--- src/hw/rtl/uvb_pkg.sv ---
// Shared types and constants for the unordered value bag.
package uvb_pkg;

  // Default number of entries in the store.
  localparam int CAPACITY_DEFAULT = 16;

  // Item field widths.
  localparam int DATA_W      = 32;
  localparam int ACT_W       = 2;
  localparam int FILL_W      = 5;

  // Packed stream widths, rounded up to whole bytes.
  localparam int IN_TDATA_W  = 40;
  localparam int OUT_TDATA_W = 8;

  // Action codes carried in the low bits of the input beat.
  typedef enum logic [ACT_W-1:0] {
    ACT_INSERT   = 2'd0,
    ACT_REMOVE   = 2'd1,
    ACT_CONTAINS = 2'd2,
    ACT_CLEAR    = 2'd3
  } action_t;

  // Control broadcast from the sequencer to every cell of the chain.
  typedef struct packed {
    logic write;  // store the insert value in the cell at the fill position
    logic load;   // capture hole and tally flags against the search key
    logic step;   // one compaction round and one tally shift
    logic phase;  // parity of the cell pairs that may swap in this round
  } cell_ctl_t;

endpackage

--- src/hw/rtl/uvb_cell.sv ---
// One storage cell of the bag: an entry, its compare logic and its swap rules.
module uvb_cell #(
  parameter int INDEX = 0,
  parameter int CW    = 5
) (
  input  logic                      clk,
  input  logic                      rst,
  input  uvb_pkg::cell_ctl_t        ctl,
  input  logic [CW-1:0]             count,
  input  logic [uvb_pkg::DATA_W-1:0] key,
  input  logic [uvb_pkg::DATA_W-1:0] wr_data,
  input  logic [uvb_pkg::DATA_W-1:0] left_data,
  input  logic                      left_hole,
  input  logic [uvb_pkg::DATA_W-1:0] right_data,
  input  logic                      right_hole,
  input  logic                      right_tally,
  output logic [uvb_pkg::DATA_W-1:0] data,
  output logic                      hole,
  output logic                      tally
);
  import uvb_pkg::*;

  localparam logic PAR = 1'(INDEX % 2);

  logic in_range;
  logic hit;
  logic left_role;
  logic take_right;
  logic take_left;

  // Compare against the key and decide this cell's part in the current round.
  always_comb begin
    in_range   = CW'(INDEX) < count;
    hit        = data == key;
    left_role  = ctl.phase == PAR;
    take_right = left_role && hole && !right_hole;
    take_left  = !left_role && left_hole && !hole;
  end

  // Entry payload: written by insert, moved by compaction swaps.
  always_ff @(posedge clk) begin
    if (ctl.write && count == CW'(INDEX)) begin
      data <= wr_data;
    end else if (ctl.step && take_right) begin
      data <= right_data;
    end else if (ctl.step && take_left) begin
      data <= left_data;
    end
  end

  // Hole marks entries to squeeze out; tally carries in-range hits toward cell zero.
  always_ff @(posedge clk) begin
    if (rst) begin
      hole  <= 1'b0;
      tally <= 1'b0;
    end else if (ctl.load) begin
      hole  <= !in_range || hit;
      tally <= in_range && hit;
    end else if (ctl.step) begin
      tally <= right_tally;
      if (take_right) begin
        hole <= 1'b0;
      end else if (take_left) begin
        hole <= 1'b1;
      end
    end
  end

endmodule

--- src/hw/rtl/unordered_value_bag.sv ---
// Insert, clear: from idle straight to the done state; the result beat is registered there
// once the output is free. Remove, contains: a load state, then one compaction round and
// one tally shift per stored entry in the cell chain, then the done state; a new beat is
// taken once the result is registered.
// One item is in work at a time; the result register lets the next beat in while it waits.
// Reset empties the bag (fill count zero); the entry cells are not cleared and need no sweep.
module unordered_value_bag #(
  parameter int CAPACITY = uvb_pkg::CAPACITY_DEFAULT
) (
  input  logic                           clk,
  input  logic                           rst,
  input  logic                           s_tvalid,
  output logic                           s_tready,
  // s_tdata: action [1:0], value [33:2], zero fill [39:34]
  input  logic [uvb_pkg::IN_TDATA_W-1:0]  s_tdata,
  output logic                           m_tvalid,
  input  logic                           m_tready,
  // m_tdata: found [0], is_empty [1], fill_count [6:2], insert_dropped [7]
  output logic [uvb_pkg::OUT_TDATA_W-1:0] m_tdata
);
  import uvb_pkg::*;

  localparam int CW = $clog2(CAPACITY + 1);

  typedef enum logic [3:0] {
    ST_IDLE = 4'b0001,
    ST_LOAD = 4'b0010,
    ST_SCAN = 4'b0100,
    ST_DONE = 4'b1000
  } state_t;

  state_t              state, state_next;
  action_t             act;
  logic [DATA_W-1:0]   key;
  logic [CW-1:0]       count, count_next;
  logic [CW-1:0]       steps;
  logic [CW-1:0]       hit_total;
  logic                phase;
  logic                found_acc;
  logic                emit;
  logic                full;
  logic                found_next;
  logic                dropped_next;
  cell_ctl_t           ctl;

  logic [DATA_W-1:0]   cell_data  [CAPACITY];
  logic                cell_hole  [CAPACITY];
  logic                cell_tally [CAPACITY];

  assign s_tready = state == ST_IDLE;
  assign emit     = state == ST_DONE && (!m_tvalid || m_tready);
  assign full     = count == CW'(CAPACITY);

  // Broadcast control for the chain.
  always_comb begin
    ctl.write = emit && act == ACT_INSERT && !full;
    ctl.load  = state == ST_LOAD;
    ctl.step  = state == ST_SCAN;
    ctl.phase = phase;
  end

  // Row of cells, each linked to its left and right neighbor where one exists.
  for (genvar i = 0; i < CAPACITY; i++) begin : g_cell
    logic [DATA_W-1:0] l_data, r_data;
    logic              l_hole, r_hole, r_tally;

    if (i == 0) begin : g_first
      assign l_data = '0;
      assign l_hole = 1'b0;
    end else begin : g_mid_l
      assign l_data = cell_data[i-1];
      assign l_hole = cell_hole[i-1];
    end

    if (i == CAPACITY - 1) begin : g_last
      assign r_data  = '0;
      assign r_hole  = 1'b1;
      assign r_tally = 1'b0;
    end else begin : g_mid_r
      assign r_data  = cell_data[i+1];
      assign r_hole  = cell_hole[i+1];
      assign r_tally = cell_tally[i+1];
    end

    uvb_cell #(
      .INDEX (i),
      .CW    (CW)
    ) u_cell (
      .clk         (clk),
      .rst         (rst),
      .ctl         (ctl),
      .count       (count),
      .key         (key),
      .wr_data     (key),
      .left_data   (l_data),
      .left_hole   (l_hole),
      .right_data  (r_data),
      .right_hole  (r_hole),
      .right_tally (r_tally),
      .data        (cell_data[i]),
      .hole        (cell_hole[i]),
      .tally       (cell_tally[i])
    );
  end

  // Sequencer transitions.
  always_comb begin
    state_next = state;
    unique case (state)
      ST_IDLE: begin
        if (s_tvalid) begin
          if (action_t'(s_tdata[ACT_W-1:0]) == ACT_REMOVE ||
              action_t'(s_tdata[ACT_W-1:0]) == ACT_CONTAINS) begin
            state_next = ST_LOAD;
          end else begin
            state_next = ST_DONE;
          end
        end
      end
      ST_LOAD: begin
        state_next = (count == '0) ? ST_DONE : ST_SCAN;
      end
      ST_SCAN: begin
        if (steps == CW'(1)) begin
          state_next = ST_DONE;
        end
      end
      ST_DONE: begin
        if (emit) begin
          state_next = ST_IDLE;
        end
      end
      default: state_next = ST_IDLE;
    endcase
  end

  // Result of the finished item.
  always_comb begin
    count_next   = count;
    found_next   = 1'b0;
    dropped_next = 1'b0;
    unique case (act)
      ACT_INSERT: begin
        if (full) begin
          dropped_next = 1'b1;
        end else begin
          count_next = count + CW'(1);
        end
      end
      ACT_REMOVE:   count_next = count - hit_total;
      ACT_CONTAINS: found_next = found_acc;
      ACT_CLEAR:    count_next = '0;
      default:      count_next = count;
    endcase
  end

  // Control registers.
  always_ff @(posedge clk) begin
    if (rst) begin
      state    <= ST_IDLE;
      count    <= '0;
      m_tvalid <= 1'b0;
    end else begin
      state <= state_next;
      if (emit) begin
        count    <= count_next;
        m_tvalid <= 1'b1;
      end else if (m_tready) begin
        m_tvalid <= 1'b0;
      end
    end
  end

  // Item capture, scan counters and result beat.
  always_ff @(posedge clk) begin
    if (s_tvalid && s_tready) begin
      act <= action_t'(s_tdata[ACT_W-1:0]);
      key <= s_tdata[ACT_W +: DATA_W];
    end
    if (state == ST_LOAD) begin
      steps     <= count;
      hit_total <= '0;
      found_acc <= 1'b0;
      phase     <= 1'b0;
    end else if (state == ST_SCAN) begin
      steps     <= steps - CW'(1);
      hit_total <= hit_total + CW'(cell_tally[0]);
      found_acc <= found_acc | cell_tally[0];
      phase     <= !phase;
    end
    if (emit) begin
      m_tdata <= {dropped_next, FILL_W'(count_next), count_next == '0, found_next};
    end
  end

endmodule

--- config.mk ---
export PLATFORM = sky130hd
export DESIGN_NAME = unordered_value_bag
export DESIGN_NICKNAME = d
export VERILOG_FILES = /design/src/hw/rtl/uvb_pkg.sv /design/src/hw/rtl/uvb_cell.sv /design/src/hw/rtl/unordered_value_bag.sv
export SDC_FILE = /design/constraint.sdc
export NUM_CORES = 2
export LEC_CHECK = 0
export BUFFER_PORTS_ARGS = -buffer_cell sky130_fd_sc_hd__buf_2
export CAP_MARGIN = 20
export CORE_MARGIN = 1
export CORE_UTILIZATION = 58
export DETAILED_ROUTE_END_ITERATION = 16
export GPL_TIMING_DRIVEN = 0
export PLACE_DENSITY = 0.86
export SKIP_LAST_GASP = 1
export SLEW_MARGIN = 30
export SYNTH_ARGS = -nofsm -noshare
export SYNTH_HDL_FRONTEND = slang
export SYNTH_SLANG_ARGS = --single-unit
--- constraint.sdc ---
create_clock -name clk -period 3.2 [get_ports clk]
set_clock_uncertainty 0.2 [all_clocks]
set_input_delay 0.16 -clock clk [delete_from_list [all_inputs] [get_ports clk]]
set_output_delay 0.16 -clock clk [all_outputs]
set_load 0.01 [all_outputs]
==> metrics <==
met3 Resource Use GR=16.80%; root buf cell=clkbuf_16; top cell type's share of synthesized area=46.81%; synth-to-layout area growth=14.56%; Worst VDD drop=441.9 uV; max cap viols=0; Pwr Total=0.01862 W; synthesized area=0.03586 sq mm; # DRC=0; min-delay worst type=input port to flip-flop; max-slew violations=0; Comb power frac=9.7%; Distinct cells, synth=64; fin crit period=3.356 ns; initial antenna violation count=6; initial DRC count=5361; maximum clock insertion buffer count=3; clk sinks=608; Routed wire per std cell=31.78 um; Die ar.=0.06282 sq mm; Power Density=453.3 mW/mm^2; Core Util, Final=67.68%; sequential area share after synthesis=49.55%; IO buf count=46; gpl congestion=1.069; WHS=0.03732 ns; Initial DRT Pass Iterations=8; Relative slew margins=38.50%; Internal=0.01376 W; number of nets with antenna violations after routing=0; largest cells by area after synthesis=edfxtp_1 (47%), xnor2_1 (12%), mux2i_1 (9.0%); Inserted Clock Buffers=69; vias=30879; P_leak=15.51 nW; Crit path required time=3.54 ns; DP Area=0.03757 sq mm; Startpoint Class=flip-flop; I/O pins=54; slew of the pin with the lowest slew margin=0.9224 ns; Clock Power Share=43.7%; RSZ-0062 raised after global routing=yes; DIE HEIGHT=250.6 um; reg2reg setup slack=-0.16 ns; Crit. End Element=flip-flop; core area=0.06070 sq mm; layout cells sized above 1=12.96%; CTS tree=yes; M2 GR Usage=65.82%; Post-Route WL=143800 um; Clk Latency, worst-skew pair=0.64 ns; GRT overflow=0; syn nets=3541; crit path max fanout=10; Final #Nets=3741; violated checks=negative setup slack; All-Layer GR Usage=45.17%; die width=250.6 um; H-tree depth=3; met1 usage=60.53%; critical path class=flip-flop to flip-flop; status=finished, violations left; final instance area=0.04108 sq mm; Reg power frac=46.6%; Synth Area per Inst=10.29 sq um; worst setup margin=-0.1560 ns; fill count=4667; largest net degree at the start of global routing=33; FMAX=298.0 MHz; synthesized netlist cell count=3485; num rows=90; DPL Wire Length=111800 um; Post-synth EDFFs=559; initial core utilization=59.08%; Net Sw Frac=26.12%; yosys warns=0; number of global-route vias before repair=28958; FF+latch count, synth=608; Final Hold Viols=0; Critical Path AT=3.70 ns; Clock transition at path regs=0.06 ns; GRT Max-Usage Layer=met2; final period utilization=104.9%; Async SR Flop Fraction=0%; Most used DFF post-synth=edfxtp_1; total net switching power=0.004865 W; area leader, netlist=edfxtp_1; via/cell ratio=6.824; first-pass GRT wire length=201600 um; Final Setup Violations=6
==> worst paths after layout <==
path,from,to,cells after the start
worst max-delay path,key[15],g_cell[13].u_cell.tally,7
worst min-delay path,s_tdata[25],key[23],2
worst max register to register,key[15],g_cell[13].u_cell.tally,7
worst min register to register,found_acc,found_acc,2
==> cell families (layout without fill, tap and decap cells) <==
group,after synthesis,count (layout),share of synthesized area [%]
AOI/OAI and AO/OA,553,553,8.650
xor gates and xnor gates,523,523,12.77
adders and majority gates,12,12,0.4397
buffers and inverters,342,596,4.051
DFF,608,608,49.55
muxes,388,388,11.36
other,0,2,0
and+or+nand+nor,1059,1061,13.18
==> per-layer routing <==
metal  vias up  wire length [um]
met2      2747             61540
met3       456             23160
met4        12              7053
met1     14829             51890
li1      12835                 -
met5         -               156
==> worst max-delay path: stages, from the launching register on <==
cell             delay, ns
edfxtp_1              0.35
clkbuf_1              0.25
clkdlybuf4s18_2       0.50
xnor2_1               0.64
nand4_1               0.34
nor4_4                0.36
a31oi_1               0.35
nor4_1                0.25
==> registers in the layout, summed over array words and instances (netlist names) <==
register,cells
g_cell.u_cell.data,512
key,32
g_cell.u_cell.hole,16
g_cell.u_cell.tally,16
m_tdata,8
count,5
hit_total,5
steps,5
state,4
act,2
found_acc,1
m_tvalid,1
phase,1
==> cell usage after synthesis (all sizes together) (13+ instances only) <==
library cell	n
edfxtp	559
xnor2	510
nand2	466
nor2	333
mux2i	324
a21oi	188
clkbuf	179
o21ai	175
buf	145
a31oi	134
nand4	132
mux2	64
dfxtp	49
nor4	41
nand3	19
inv	18
nand3b	17
xor2	13
==> timing repair <==
action,in CTS,in global routing
setup buffers,17,17
hold buffers,37,0
endpoints found under the setup margin,500,512
pin swaps,1,9
gates cloned,0,2
gates resized for setup,87,102
hold endpoints to repair,53,0
==> power groups by stage <==
stage / Sequential (W) / Combinational (W) / Clock [W]
after CTS: 0.00866 / 0.00168 / 0.00806
after detailed placement: 0.00882 / 0.00160 / 0
after global placement: 0.00882 / 0.00159 / 0
after global routing: 0.00867 / 0.00178 / 0.00836
after floorplan: 0.00881 / 0.000879 / 0
final: 0.00867 / 0.00181 / 0.00815
==> cell usage in the layout, fill, tap and decap left out, types with 131 or more instances in the layout <==
master / n
a21oi_1: 188
a31oi_1: 134
buf_2: 137
clkbuf_1: 169
edfxtp_1: 559
mux2i_1: 324
nand2_1: 464
nand4_1: 131
nor2_1: 331
o21ai_0: 158
xnor2_1: 488
==> final cells by class <==
class                           count  area [sq um]  share of cell area (%)
Clock inverter                     34         285.3                  0.6944
Buffer                            311          1548                   3.768
Sequential cell                   608         17770                   43.25
Inverter                           18         70.07                  0.1706
Antenna cell                        2         5.005                 0.01218
Multi-Input combinational cell   2537         17160                   41.78
Timing Repair Buffer              140          1311                   3.192
Tap cell                          782         978.4                   2.382
Clock buffer                       93          1952                   4.751
==> metrics by stage <==
step	setup TNS, ns	worst slack (ns)	cells
floorplan	0	0.02442	3485
global placement	-577.20	-1.533	4313
detailed placement	-100.28	-0.4583	4336
CTS	-2.811	-0.1541	4512
global route	-1.876	-0.06365	4523
finish	-0.4605	-0.1560	4525
(Power assumes the default switching activity.)
